File: src/rtl/sbed_pkg.sv
// Shared types and constants of the shifter button event detector.
`timescale 1ns / 1ps
`default_nettype none

package sbed_pkg;

  localparam int unsigned NumButtons = 5;
  localparam int unsigned CfgWidth   = 12;
  localparam int unsigned CfgIdxWidth = 3;

  // Button positions, in examination order
  localparam int unsigned BtnRearOne  = 0;
  localparam int unsigned BtnRearTwo  = 1;
  localparam int unsigned BtnFrontOne = 2;
  localparam int unsigned BtnFrontTwo = 3;
  localparam int unsigned BtnMode     = 4;

  // Register indexes
  localparam logic [CfgIdxWidth-1:0] CfgPrescaleLimit = 3'd0;
  localparam logic [CfgIdxWidth-1:0] CfgCountCap      = 3'd1;
  localparam logic [CfgIdxWidth-1:0] CfgShortMark     = 3'd2;
  localparam logic [CfgIdxWidth-1:0] CfgLongMark      = 3'd3;
  localparam logic [CfgIdxWidth-1:0] CfgReleaseLow    = 3'd4;
  localparam logic [CfgIdxWidth-1:0] CfgReleaseMid    = 3'd5;
  localparam logic [CfgIdxWidth-1:0] CfgComboLimit    = 3'd6;

  // Register reset values
  localparam logic [7:0]  RstPrescaleLimit = 8'd30;
  localparam logic [11:0] RstCountCap      = 12'd3000;
  localparam logic [11:0] RstShortMark     = 12'd100;
  localparam logic [11:0] RstLongMark      = 12'd2000;
  localparam logic [11:0] RstReleaseLow    = 12'd50;
  localparam logic [11:0] RstReleaseMid    = 12'd1500;
  localparam logic [7:0]  RstComboLimit    = 8'd200;

  typedef enum logic [3:0] {
    EV_NONE       = 4'd0,
    EV_LONG_R1    = 4'd1,
    EV_LONG_R2    = 4'd2,
    EV_LONG_F1    = 4'd3,
    EV_LONG_F2    = 4'd4,
    EV_SHORT_PAIR = 4'd5,
    EV_SHORT_R2   = 4'd6,
    EV_SHORT_F1   = 4'd7,
    EV_REL_R1     = 4'd8,
    EV_REL_R2     = 4'd9,
    EV_REL_F1     = 4'd10,
    EV_MODE_ON    = 4'd11,
    EV_MODE_OFF   = 4'd12
  } event_e;

  typedef struct packed {
    logic [7:0]  prescale_limit;
    logic [11:0] count_cap;
    logic [11:0] short_mark;
    logic [11:0] long_mark;
    logic [11:0] release_low;
    logic [11:0] release_mid;
    logic [7:0]  combo_limit;
  } cfg_t;

endpackage

`default_nettype wire

File: src/rtl/sbed_cfg.sv
// Configuration register bank of the shifter button event detector.
`timescale 1ns / 1ps
`default_nettype none

module sbed_cfg (
  input  wire logic                                clk_i,
  input  wire logic                                rst_ni,
  input  wire logic                                cfg_we_i,
  input  wire logic [sbed_pkg::CfgIdxWidth-1:0]    cfg_idx_i,
  input  wire logic [sbed_pkg::CfgWidth-1:0]       cfg_wdata_i,
  output sbed_pkg::cfg_t                           cfg_o
);

  sbed_pkg::cfg_t cfg_q;

  // Drop writes to unknown indexes
  always_ff @(posedge clk_i or negedge rst_ni) begin
    if (!rst_ni) begin
      cfg_q.prescale_limit <= sbed_pkg::RstPrescaleLimit;
      cfg_q.count_cap      <= sbed_pkg::RstCountCap;
      cfg_q.short_mark     <= sbed_pkg::RstShortMark;
      cfg_q.long_mark      <= sbed_pkg::RstLongMark;
      cfg_q.release_low    <= sbed_pkg::RstReleaseLow;
      cfg_q.release_mid    <= sbed_pkg::RstReleaseMid;
      cfg_q.combo_limit    <= sbed_pkg::RstComboLimit;
    end else if (cfg_we_i) begin
      case (cfg_idx_i)
        sbed_pkg::CfgPrescaleLimit: cfg_q.prescale_limit <= cfg_wdata_i[7:0];
        sbed_pkg::CfgCountCap:      cfg_q.count_cap      <= cfg_wdata_i;
        sbed_pkg::CfgShortMark:     cfg_q.short_mark     <= cfg_wdata_i;
        sbed_pkg::CfgLongMark:      cfg_q.long_mark      <= cfg_wdata_i;
        sbed_pkg::CfgReleaseLow:    cfg_q.release_low    <= cfg_wdata_i;
        sbed_pkg::CfgReleaseMid:    cfg_q.release_mid    <= cfg_wdata_i;
        sbed_pkg::CfgComboLimit:    cfg_q.combo_limit    <= cfg_wdata_i[7:0];
        default: ;
      endcase
    end
  end

  assign cfg_o = cfg_q;

endmodule

`default_nettype wire

File: src/rtl/sbed_step.sv
// Next-state and event logic for one tick of the button event detector.
`timescale 1ns / 1ps
`default_nettype none

module sbed_step #(
  parameter int unsigned COUNT_WIDTH = 12
) (
  input  wire logic [sbed_pkg::NumButtons-1:0]                  btn_i,
  input  wire sbed_pkg::cfg_t                                   cfg_i,
  input  wire logic [sbed_pkg::NumButtons-1:0][7:0]             pre_i,
  input  wire logic [sbed_pkg::NumButtons-1:0][COUNT_WIDTH-1:0] hold_i,
  input  wire logic [7:0]                                       combo_i,
  output logic      [sbed_pkg::NumButtons-1:0][7:0]             pre_o,
  output logic      [sbed_pkg::NumButtons-1:0][COUNT_WIDTH-1:0] hold_o,
  output logic      [7:0]                                       combo_o,
  output sbed_pkg::event_e                                      event_o,
  output logic                                                  activity_o
);

  localparam int unsigned CmpW = (COUNT_WIDTH > sbed_pkg::CfgWidth) ?
                                 COUNT_WIDTH : sbed_pkg::CfgWidth;
  localparam int unsigned R1 = sbed_pkg::BtnRearOne;
  localparam int unsigned R2 = sbed_pkg::BtnRearTwo;
  localparam int unsigned F1 = sbed_pkg::BtnFrontOne;
  localparam int unsigned F2 = sbed_pkg::BtnFrontTwo;
  localparam int unsigned MD = sbed_pkg::BtnMode;

  function automatic logic [CmpW-1:0] ext_h(input logic [COUNT_WIDTH-1:0] x);
    return CmpW'(x);
  endfunction

  function automatic logic [CmpW-1:0] ext_c(input logic [sbed_pkg::CfgWidth-1:0] x);
    return CmpW'(x);
  endfunction

  logic [CmpW-1:0] cap_x, short_x, long_x, low_x, mid_x;
  assign cap_x   = ext_c(cfg_i.count_cap);
  assign short_x = ext_c(cfg_i.short_mark);
  assign long_x  = ext_c(cfg_i.long_mark);
  assign low_x   = ext_c(cfg_i.release_low);
  assign mid_x   = ext_c(cfg_i.release_mid);

  // Advance result of each button from the stored state; no button's own
  // counters are touched before that button is examined.
  logic [sbed_pkg::NumButtons-1:0][7:0]             adv_pre;
  logic [sbed_pkg::NumButtons-1:0][COUNT_WIDTH-1:0] adv_hold;
  logic [sbed_pkg::NumButtons-1:0]                  adv_step;

  for (genvar b = 0; b < sbed_pkg::NumButtons; b++) begin : g_adv
    always_comb begin
      adv_hold[b] = hold_i[b];
      if (pre_i[b] < cfg_i.prescale_limit) begin
        adv_pre[b]  = pre_i[b] + 8'd1;
        adv_step[b] = 1'b0;
      end else begin
        adv_pre[b]  = '0;
        adv_step[b] = 1'b1;
        if ((ext_h(hold_i[b]) < cap_x) && (hold_i[b] != {COUNT_WIDTH{1'b1}})) begin
          adv_hold[b] = hold_i[b] + COUNT_WIDTH'(1);
        end
      end
    end
  end

  logic [sbed_pkg::NumButtons-1:0][7:0]             p;
  logic [sbed_pkg::NumButtons-1:0][COUNT_WIDTH-1:0] h;
  logic [7:0]                                       cc;
  sbed_pkg::event_e                                 ev;
  logic                                             act;
  logic                                             done;
  logic                                             combo_idle;

  always_comb begin
    p          = pre_i;
    h          = hold_i;
    cc         = combo_i;
    ev         = sbed_pkg::EV_NONE;
    act        = 1'b0;
    done       = 1'b0;
    combo_idle = (combo_i == 8'd0);

    // rear one
    if (btn_i[R1]) begin
      act   = 1'b1;
      p[R1] = adv_pre[R1];
      h[R1] = adv_hold[R1];
      if (adv_step[R1] && ext_h(h[R1]) == long_x && ext_h(h[R2]) > mid_x && combo_idle) begin
        ev = sbed_pkg::EV_LONG_R1; done = 1'b1;
      end
    end else if (ext_h(h[R1]) > mid_x) begin
      h[R1] = '0;
      ev = sbed_pkg::EV_REL_R1; done = 1'b1;
    end else begin
      p[R1] = '0; h[R1] = '0;
    end

    // rear two
    if (!done) begin
      if (btn_i[R2]) begin
        act   = 1'b1;
        p[R2] = adv_pre[R2];
        h[R2] = adv_hold[R2];
        if (adv_step[R2] && combo_idle) begin
          if (ext_h(h[R2]) == short_x && h[R1] == '0) begin
            ev = sbed_pkg::EV_SHORT_R2; done = 1'b1;
          end else if (ext_h(h[R2]) == short_x && ext_h(h[R1]) > short_x) begin
            ev = sbed_pkg::EV_SHORT_PAIR; done = 1'b1;
          end else if (ext_h(h[R2]) == long_x && h[R1] == '0) begin
            ev = sbed_pkg::EV_LONG_R2; done = 1'b1;
          end
        end
      end else begin
        if (combo_idle) begin
          if (ext_h(h[R1]) > low_x && ext_h(h[R1]) < cap_x &&
              ext_h(h[R2]) > low_x && ext_h(h[R2]) < mid_x) begin
            h[R1] = '0; h[R2] = '0;
          end else if (ext_h(h[R2]) > low_x && ext_h(h[R2]) < mid_x) begin
            h[R2] = '0;
          end else if (ext_h(h[R2]) > long_x) begin
            h[R2] = '0;
            ev = sbed_pkg::EV_REL_R2; done = 1'b1;
          end
        end
        if (!done) begin
          p[R2] = '0; h[R2] = '0;
        end
      end
    end

    // front one
    if (!done) begin
      if (btn_i[F1]) begin
        act   = 1'b1;
        p[F1] = adv_pre[F1];
        h[F1] = adv_hold[F1];
        if (adv_step[F1] && ext_h(h[F1]) == short_x) begin
          ev = sbed_pkg::EV_SHORT_F1; done = 1'b1;
        end else if (adv_step[F1] && ext_h(h[F1]) == long_x) begin
          ev = sbed_pkg::EV_LONG_F1; done = 1'b1;
        end
      end else begin
        if (combo_idle) begin
          if (ext_h(h[F1]) > low_x && ext_h(h[F1]) < mid_x) begin
            h[F1] = '0;
          end else if (ext_h(h[F1]) > mid_x) begin
            h[F1] = '0;
            ev = sbed_pkg::EV_REL_F1; done = 1'b1;
          end
        end
        if (!done) begin
          p[F1] = '0; h[F1] = '0;
        end
      end
    end

    // front two
    if (!done) begin
      if (btn_i[F2]) begin
        act   = 1'b1;
        p[F2] = adv_pre[F2];
        h[F2] = adv_hold[F2];
        if (adv_step[F2] && ext_h(h[F2]) == long_x) begin
          ev = sbed_pkg::EV_LONG_F2; done = 1'b1;
        end
      end else begin
        p[F2] = '0; h[F2] = '0;
      end
    end

    // mode
    if (!done) begin
      if (btn_i[MD]) begin
        act   = 1'b1;
        p[MD] = adv_pre[MD];
        h[MD] = adv_hold[MD];
        if (adv_step[MD] && ext_h(h[MD]) == long_x) begin
          ev = sbed_pkg::EV_MODE_ON; done = 1'b1;
        end
      end else begin
        if (ext_h(h[MD]) > long_x) begin
          ev = sbed_pkg::EV_MODE_OFF; done = 1'b1;
        end
        p[MD] = '0; h[MD] = '0;
      end
    end

    // combo: rear two and front one held long together
    if (!done) begin
      if (ext_h(h[F1]) > mid_x && ext_h(h[R2]) > mid_x) begin
        if (cc < cfg_i.combo_limit) begin
          cc = cc + 8'd1;
        end else begin
          ev = sbed_pkg::EV_MODE_ON;
        end
      end else if (cc == cfg_i.combo_limit) begin
        cc = 8'd0;
        ev = sbed_pkg::EV_MODE_OFF;
      end
    end
  end

  assign pre_o      = p;
  assign hold_o     = h;
  assign combo_o    = cc;
  assign event_o    = ev;
  assign activity_o = act;

endmodule

`default_nettype wire

File: src/rtl/shifter_button_event_detector_top.sv
// Top level of the shifter button event detector: state, handshake, output word.
//
// Use: one input word per tick on the s_axis channel carries the five
// button levels (bit 0 rear one .. bit 4 mode, 1 = pressed). Each accepted
// word yields exactly one output word on the m_axis channel holding the
// event code (bits 3:0, zero for none) and the activity flag (bit 4),
// which tells the caller to restart its idle timer.
// Latency: the result word is valid the cycle after its input is accepted.
// Throughput: one word per clock cycle. The per-button counters and the
// combo counter update at the accepting edge, so the next tick sees them
// at once; the whole tick is one pass of compare and increment logic.
// Stall: the single output register holds its word while m_axis_tready_i
// is low; s_axis_tready_o stays high as long as that register is empty or
// being taken in the same cycle, so a stalled receiver stalls the sender
// after one word.
// Configuration: write registers through cfg_we_i / cfg_idx_i /
// cfg_wdata_i while no tick is in flight; unknown indexes are dropped.
// Reset: all counters clear, registers take their default values and the
// output register empties.
`timescale 1ns / 1ps
`default_nettype none

module shifter_button_event_detector_top #(
  parameter int unsigned COUNT_WIDTH = 12
) (
  input  wire logic                             clk_i,
  input  wire logic                             rst_ni,
  input  wire logic                             cfg_we_i,
  input  wire logic [sbed_pkg::CfgIdxWidth-1:0] cfg_idx_i,
  input  wire logic [sbed_pkg::CfgWidth-1:0]    cfg_wdata_i,
  input  wire logic                             s_axis_tvalid_i,
  output logic                                  s_axis_tready_o,
  // [0] rear_one_pressed, [1] rear_two_pressed, [2] front_one_pressed,
  // [3] front_two_pressed, [4] mode_pressed, [7:5] zero
  input  wire logic [7:0]                       s_axis_tdata_i,
  output logic                                  m_axis_tvalid_o,
  input  wire logic                             m_axis_tready_i,
  // [3:0] event_code, [4] activity, [7:5] zero
  output logic [7:0]                            m_axis_tdata_o
);

  localparam int unsigned NB = sbed_pkg::NumButtons;

  sbed_pkg::cfg_t cfg;

  sbed_cfg u_cfg (
    .clk_i       (clk_i),
    .rst_ni      (rst_ni),
    .cfg_we_i    (cfg_we_i),
    .cfg_idx_i   (cfg_idx_i),
    .cfg_wdata_i (cfg_wdata_i),
    .cfg_o       (cfg)
  );

  // Per-button and combo counters
  logic [NB-1:0][7:0]             pre_q, pre_d;
  logic [NB-1:0][COUNT_WIDTH-1:0] hold_q, hold_d;
  logic [7:0]                     combo_q, combo_d;

  sbed_pkg::event_e ev;
  logic             act;

  sbed_step #(
    .COUNT_WIDTH (COUNT_WIDTH)
  ) u_step (
    .btn_i      (s_axis_tdata_i[NB-1:0]),
    .cfg_i      (cfg),
    .pre_i      (pre_q),
    .hold_i     (hold_q),
    .combo_i    (combo_q),
    .pre_o      (pre_d),
    .hold_o     (hold_d),
    .combo_o    (combo_d),
    .event_o    (ev),
    .activity_o (act)
  );

  logic                   out_valid_q;
  sbed_pkg::event_e       out_event_q;
  logic                   out_act_q;
  logic                   accept;

  // Take a word whenever the output register is free or draining
  assign s_axis_tready_o = !out_valid_q || m_axis_tready_i;
  assign accept          = s_axis_tvalid_i && s_axis_tready_o;

  always_ff @(posedge clk_i or negedge rst_ni) begin
    if (!rst_ni) begin
      pre_q       <= '0;
      hold_q      <= '0;
      combo_q     <= '0;
      out_valid_q <= 1'b0;
    end else begin
      if (accept) begin
        pre_q   <= pre_d;
        hold_q  <= hold_d;
        combo_q <= combo_d;
      end
      if (accept) begin
        out_valid_q <= 1'b1;
      end else if (m_axis_tready_i) begin
        out_valid_q <= 1'b0;
      end
    end
  end

  // Payload: load on accept, hold otherwise
  always_ff @(posedge clk_i) begin
    if (accept) begin
      out_event_q <= ev;
      out_act_q   <= act;
    end
  end

  assign m_axis_tvalid_o = out_valid_q;
  assign m_axis_tdata_o  = {3'b000, out_act_q, out_event_q};

  // Counters move only on an accepted tick
  a_state_hold: assert property (@(posedge clk_i) disable iff (!rst_ni)
    !accept |=> ($stable(hold_q) && $stable(pre_q) && $stable(combo_q)))
    else $error("counters changed without an accepted word");

  // Every accepted word leaves a result in the output register
  a_result_loaded: assert property (@(posedge clk_i) disable iff (!rst_ni)
    accept |=> out_valid_q)
    else $error("accepted word produced no result");

  // Combo counter steps by at most one, or clears
  a_combo_step: assert property (@(posedge clk_i) disable iff (!rst_ni)
    accept |=> (combo_q == $past(combo_q) || combo_q == 8'($past(combo_q) + 8'd1)
                || combo_q == 8'd0))
    else $error("combo counter jumped");

  // Event codes stay within the defined set
  a_event_range: assert property (@(posedge clk_i) disable iff (!rst_ni)
    accept |=> (out_event_q <= sbed_pkg::EV_MODE_OFF))
    else $error("undefined event code");

endmodule

`default_nettype wire
File: config.mk
export PLATFORM = sky130hd
export DESIGN_NAME = shifter_button_event_detector_top
export DESIGN_NICKNAME = d
export VERILOG_FILES = /design/src/rtl/sbed_pkg.sv /design/src/rtl/sbed_cfg.sv /design/src/rtl/sbed_step.sv /design/src/rtl/shifter_button_event_detector_top.sv
export SDC_FILE = /design/constraint.sdc
export NUM_CORES = 1
export LEC_CHECK = 0
export BUFFER_PORTS_ARGS = -buffer_cell sky130_fd_sc_hd__buf_2
export CORE_AREA = 2 2 199 152
export CTS_BUF_LIST = sky130_fd_sc_hd__clkbuf_8
export DETAILED_ROUTE_END_ITERATION = 10
export DIE_AREA = 0 0 201 154
export MAX_ROUTING_LAYER = met4
export PLACE_DENSITY_LB_ADDON = 0.2
export SYNTH_ARGS = -nofsm -noshare
export SYNTH_HDL_FRONTEND = slang
export SYNTH_SLANG_ARGS = --single-unit
File: constraint.sdc
create_clock -name clk_i -period 18.6 [get_ports clk_i]
set_input_delay 1.86 -clock clk_i [delete_from_list [all_inputs] [get_ports clk_i]]
set_output_delay 1.86 -clock clk_i [all_outputs]
set_load 0.01 [all_outputs]
==> results of run 1 <==
how the worst max path moves through the flow:
stage	start	endpoint
after floorplan	u_cfg.cfg_o[65]	combo_q[0]
after global placement	s_axis_tdata_i[0]	combo_q[0]
after detailed placement	s_axis_tdata_i[0]	combo_q[0]
after CTS	u_cfg.cfg_o[65]	combo_q[0]
after global routing	u_cfg.cfg_o[65]	combo_q[0]
final	u_cfg.cfg_o[65]	combo_q[0]
routing by layer:
| metal | up-vias | part of all wire | global-route usage |
|---|---|---|---|
| li1 | 8037 | - | - |
| met5 | - | 0 | - |
| met2 | 1192 | 0.41 | 0.5933 |
| met1 | 8729 | 0.42 | 0.5963 |
| met4 | 0 | 0.052 | 0.2183 |
| met3 | 204 | 0.12 | 0.1000 |
cells in the final DEF (no fill, tap or decap), types with 18 or more instances in the layout:
| cell type | synthesis | layout |
|---|---|---|
| ha_1 | 234 | 234 |
| o21ai_0 | 185 | 185 |
| nand2_1 | 177 | 177 |
| dfrtp_1 | 152 | 152 |
| nor2_1 | 105 | 105 |
| inv_1 | 101 | 101 |
| a21oi_1 | 91 | 91 |
| xnor2_1 | 69 | 69 |
| a21o_1 | 68 | 68 |
| nand3_1 | 66 | 66 |
| o31ai_1 | 62 | 62 |
| nand4_1 | 59 | 59 |
| nor3_1 | 45 | 44 |
| mux2_2 | 44 | 44 |
| nand2b_1 | 37 | 37 |
| xor2_1 | 37 | 37 |
| and3_1 | 36 | 36 |
| dfstp_2 | 33 | 33 |
| nor2b_1 | 32 | 32 |
| buf_2 | 23 | 30 |
| or3_1 | 27 | 27 |
| buf_4 | 10 | 26 |
| o21a_1 | 25 | 25 |
| o211ai_1 | 20 | 20 |
| nor4_1 | 19 | 19 |
| and4_1 | 18 | 18 |
| o41ai_1 | 18 | 18 |
| clkbuf_8 | 0 | 18 |
cell type report:
class,count,area (um^2)
Sequential cell,190,4821
Fill cell,2425,9500
Inverter,103,386.6
Clock inverter,15,172.7
Multi-Input combinational cell,1759,12890
Clock buffer,17,234.0
Tap cell,392,490.5
Timing Repair Buffer,57,359.1
worst reg2reg max path: cells and delay by family, from the launching register on:
family | cells | cell delay, ns
compound gates | 10 | 3.77
fa+ha+maj | 3 | 0.89
buf+inv | 1 | 0.20
flops | 1 | 0.53
mux | 1 | 0.34
simple gates | 13 | 4.04
synthesized netlist by cell type, types with 20 or more instances:
cell      instances  area share
o31ai_1          62       0.025
nor3_1           45       0.012
inv_1           101       0.020
or3_1            27      0.0090
nand3_1          66       0.018
dfstp_2          33       0.046
xor2_1           37       0.017
a21o_1           68       0.027
buf_2            23      0.0062
clkbuf_1         85       0.017
mux2_2           44       0.027
nor2b_1          32       0.011
xnor2_1          69       0.032
a21oi_1          91       0.024
ha_1            234        0.16
nand2b_1         37       0.012
nor2_1          105       0.021
nand2_1         177       0.036
and3_1           36       0.012
o21ai_0         185       0.050
dfrtp_1         152        0.20
o211ai_1         20      0.0080
o21a_1           25       0.010
nand4_1          59       0.020
flip-flops by register name (all words and copies together), names as in the netlist:
name             flops
combo_q              8
u_cfg.cfg_o         76
m_axis_tvalid_o      1
out_event_q          4
pre_q               40
hold_q              60
out_act_q            1
per-stage QoR:
step	area [um^2]	util
2_1_floorplan	18670	-
3_3_place_gp	18940	0.6566
3_5_place_dp	18940	0.6566
4_1_cts	19350	0.6707
5_1_grt	19350	0.6707
6_report	19350	0.6707
power by group:
| part | switching, uW | internal, uW |
|---|---|---|
| logic | 415 | 259 |
| clock network | 187 | 113 |
| registers | 118 | 483 |
cells by family after synthesis:
family / after synthesis / synth area share
DFF: 190 / 0.2583
muxes: 53 / 0.03164
AOI/OAI and AO/OA: 634 / 0.2340
and+or+nand+nor: 724 / 0.2121
buffers and inverters: 232 / 0.05309
xor gates and xnor gates: 108 / 0.05216
adders and majority gates: 237 / 0.1585
other: 1 / 0.0002009
==> flow_summary.toml, run 1 <==
[worst_hold_path]
holdCritStartpoint = "u_cfg.cfg_o[13]"
whs_path_depth = 1
hold_path_class = "reg -> reg"
min_to = "u_cfg.cfg_o[13]"

[yosys]
avgSynthCellArea_um2 = 8.565
netlist-cell-type-count = 110
synth_edf_count = 5
synth_seq_area_share = 0.2583
synth-seq-cells = 190
synth_warnings = 0
ys.flop_type = "dfrtp_1"
async_reset_ff_frac = 0.9737
synth_area_um2 = 18660
synthCells = 2179

[sta]
layout_setup_ws_ns = 8.726
fin_crit_sh = 0.5309
finClkSkew_ns = 0.02221
fmax_mhz = 101.3
hold_ws_ns = 0.5211
finalCriticalPeriod_ns = 9.874
worst_slew_pin_slew_ns = 1.335
setup_viol = 0
slew_headroom = 0.1016
finalHoldViolations = 0
drv_slew = 0
finalSetupTns_ns = 0
rsz0062_at_grt = "no"

[power_and_ir_drop]
power_uw = 1575
ir_worst_vdd_uv = 75.73
pwr_density_cell_nw_per_um2 = 81.40
leakage_uw = 0.008596

[cts]
insertion_delay_ns = 0.54
cts_inserted_buffers = 17
clockBufferDepth = 2
clk_pin_slew_ns = 0.11
cts.repair.resized = 0
clock_sinks = 190
htreeDepth = 4
tritoncts = "yes"
cts_hold_buf = 0
root_buffer = "clkbuf_8"
post_cts.repair.setup_buffers = 0

[global_route]
grt_pass1_wl_mm = 99.80
grt_max_degree = 68
gr-total-overflow = 0
grt_antenna_before_repair = 0
grt_pass1_vias = 16870
grt_usage = 0.4334

[final_layout]
layout.cells.non_filler = 2533
antenna-diode-count = 0
nets = 2390
synthToLayoutAreaGrowth_pct = 3.674
layout-drive-gt1-share = 0.1093

[detailed_routing]
vias_per_cell = 7.170
drt_wl_total_mm = 65.29
ant_nets = 0
first_iter_violations = 2335
firstDrtPassIters = 6
vias = 18160
avgRoutedWirePerCell_um = 25.77
drc = 0

[die]
die-area_um2 = 30950
die_w_um = 201
rows = 54
die_h_um = 154
core-area_um2 = 28850
start_util = 0.6469
pin_count = 38

[setup_path]
cp_num_buf_inv = 1
worst_setup_path_end_kind = "flip-flop"
slowest_delay_ns = 0.73
crit_type = "reg -> reg"
start_kind = "flip-flop"
cp_num_cells = 28
cp_data_arrival_time_ns = 10.30
required_ns = 19.03
r2r_start = "u_cfg.cfg_o[65]"
crit_fanout = 19
rr_worst_depth = 28
r2r_slack_ns = 8.73
cp_top_family = "simple AND/OR/NAND/NOR gates"
regToRegEndpoint = "combo_q[0]"
cpMaxStageDelayCell = "a2111oi_1"

[placement]
dp_hpwl_mm = 47.49
routabilityCongestion = 1.047
pre_cts_ws_ns = 8.982
dp_cells = 2501
portBuffers = 31

[job]
max_cap_violations = 0

[run_status]
outcome = "finished, final reports clean"
(Power assumes the default switching activity.)
==> run 2, diff against run 1 <==
- ABC_AREA: not set -> 1
- CORE_AREA: 2 2 199 152 -> 2 2 204 156
- DIE_AREA: 0 0 201 154 -> 0 0 206 158
- clock period: 18.6 -> 7.94 ns (I/O delays scaled with it)
==> flow_summary.toml, run 2 <==
[setup_path]
start_kind = "flip-flop"
crit_type = "reg -> reg"
crit_fanout = 28
cpMostUsedCell = "nand2_1"
cpMaxStageDelayCell = "dfstp_2"
cp_data_arrival_time_ns = 7.74
required_ns = 8.39
worst_setup_path_end_kind = "flip-flop"
slowest_delay_ns = 0.55

[yosys]
synth-seq-cells = 190
synth_area_leaders = "dfrtp_1, ha_1, nand2_1"
yosysMostFrequentCell = "nand2_1"
synth_top_area_frac = 0.2108
synth_area_um2 = 18040
synthCells = 2604
avgSynthCellArea_um2 = 6.930
synth_seq_area_share = 0.2672
netlist-cell-type-count = 60
yosys-top-cells-count = "nand2_1, inv_1, ha_1"
ys.flop_type = "dfrtp_1"
synth_area_leader_cell = "dfrtp_1"
async_reset_ff_frac = 0.9737
synth_warnings = 0
synth_edf_count = 5

[cts]
insertion_delay_ns = 0.55
tritoncts = "yes"
clockBufferDepth = 2
post_cts.repair.setup_buffers = 0
cts.repair.resized = 0
htreeDepth = 4
cts_inserted_buffers = 17
cts_hold_buf = 0
clock_sinks = 190
root_buffer = "clkbuf_8"
clk_pin_slew_ns = 0.12

[die]
pin_count = 38
die-area_um2 = 32550
die_h_um = 158
start_util = 0.5880
die_w_um = 206
rows = 56
core-area_um2 = 30690

[sta]
drv_slew = 0
finClkSkew_ns = 0.02532
rsz0062_at_grt = "no"
setup_viol = 0
fin_crit_sh = 0.9190
slew_headroom = 0.2782
worst_slew_pin_slew_ns = 1.080
finalCriticalPeriod_ns = 7.297
fmax_mhz = 137.0
hold_ws_ns = 0.2398
finalSetupTns_ns = 0
finalHoldViolations = 0

[detailed_routing]
firstDrtPassIters = 7
avgRoutedWirePerCell_um = 22.01
drt_wl_total_mm = 66.94
drc = 0
vias_per_cell = 6.082
vias = 18500
ant_nets = 0
first_iter_violations = 2567

[power_and_ir_drop]
power.clock.fraction = 0.147
p_sw_frac = 0.5340
p_int_uw = 2205
power_uw = 4732
comb_power_share = 0.546
pwr_density_cell_nw_per_um2 = 249.3
netSwitchingPower_uw = 2527
seq_power_share = 0.307
leakage_uw = 0.009778
ir_worst_vdd_uv = 182.8

[final_layout]
nets = 2881
largest_register_ffs = 76
layout_common_cells = "nand2_1, inv_1, ha_1, nand3_1, o21ai_0"
seq_area_um2 = 4821
layout-drive-gt1-share = 0.08511
nFillCells = 2837
synthToLayoutAreaGrowth_pct = 5.180
multi_input_area_um2 = 11760
final_common_cell = "nand2_1"
finish.utilization = 0.6184

[global_route]
gr-total-overflow = 0
grt_pass1_vias = 16620
grt_max_degree = 72
grt_antenna_before_repair = 2
grt_usage = 0.4312
grt_pass1_wl_mm = 100.1

[job]
max_cap_violations = 0

[run_status]
outcome = "finished, final reports clean"

[placement]
portBuffers = 31
dp_hpwl_mm = 50.70
routabilityCongestion = 1.079

[worst_hold_path]
hold_path_class = "in -> async"
## run 2: changes by cell type in the layout (fill, tap and decap cells not counted), moves of 32 or more
cell / delta
nand2_1: +595
inv_1: +187
nand3_1: +135
nor2_1: +77
a21o_1: -66
xnor2_1: -64
o31ai_1: -49
mux2_2: -44
nand2b_1: -37
and3_1: -36
nor2b_1: -32
## run 2: stage by stage
| step | setup slack [ns] | cell area (um^2) | std cells |
|---|---|---|---|
| floorplan | 2.275 | 18050 | 2606 |
| global placement | 1.052 | 18580 | 3006 |
| detailed placement | 0.8336 | 18580 | 3006 |
| CTS | 0.8105 | 18970 | 3038 |
| global route | 0.02249 | 18980 | 3041 |
| finish | 0.6430 | 18980 | 3041 |
## run 2: power groups by stage
stage / registers, uW / clock network, uW / logic (uW)
after floorplan: 1320 / 0 / 1800
after global placement: 1450 / 0 / 2400
after detailed placement: 1460 / 0 / 2480
after CTS: 1440 / 691 / 2500
after global routing: 1470 / 725 / 2880
final: 1450 / 695 / 2580
## run 2: metal layers
metal,vias to the layer above,global-route usage,share of wire
li1,8658,-,-
met1,8604,0.5883,0.42
met2,1057,0.5812,0.40
met3,176,0.1406,0.14
met4,0,0.1779,0.043
met5,-,-,0
## run 2: cell families (layout without fill, tap and decap cells)
logic type | Yosys count | after routing | share of synthesized area
XOR/XNOR | 73 | 73 | 0.03543
flip-flops | 190 | 190 | 0.2672
other | 1 | 6 | 0.0002078
AO/OA/AOI/OAI | 387 | 387 | 0.1200
buffers and inverters | 366 | 392 | 0.08168
adder cells (fa/ha/maj) | 234 | 234 | 0.1623
AND/OR/NAND/NOR | 1353 | 1353 | 0.3333
## run 2: area by class of cell
type / count / area share
multi-input cells: 2050 / 0.6195
flip-flops and latches: 190 / 0.2540
inverters: 307 / 0.06111
well taps: 406 / 0.02677
repair buffers: 53 / 0.01734
clock buffers: 17 / 0.01233
clock inverters: 15 / 0.008570
diodes: 3 / 0.0003955
## run 2: worst max-delay path, delay by kind of cell, from the launching register on
family	cells	cell delay [ns]
AND/OR/NAND/NOR	24	3.12
buffers and inverters	6	1.12
XOR/XNOR	1	0.26
adder cells (fa/ha/maj)	3	0.94
AO/OA/AOI/OAI	6	1.16
flip-flops	1	0.55
## run 2: final timing paths
check	startpoint	to	slack, ns	cells after the start
setup / recovery	u_cfg.cfg_o[69]	combo_q[0]	0.64	40
hold / removal	rst_ni	hold_q[6]	0.24	1
setup reg to reg	u_cfg.cfg_o[69]	combo_q[0]	0.64	40
hold reg to reg	u_cfg.cfg_o[69]	u_cfg.cfg_o[69]	0.50	2
max in group asynchronous	rst_ni	hold_q[25]	6.30	2
min in group clk_i	u_cfg.cfg_o[69]	u_cfg.cfg_o[69]	0.50	2
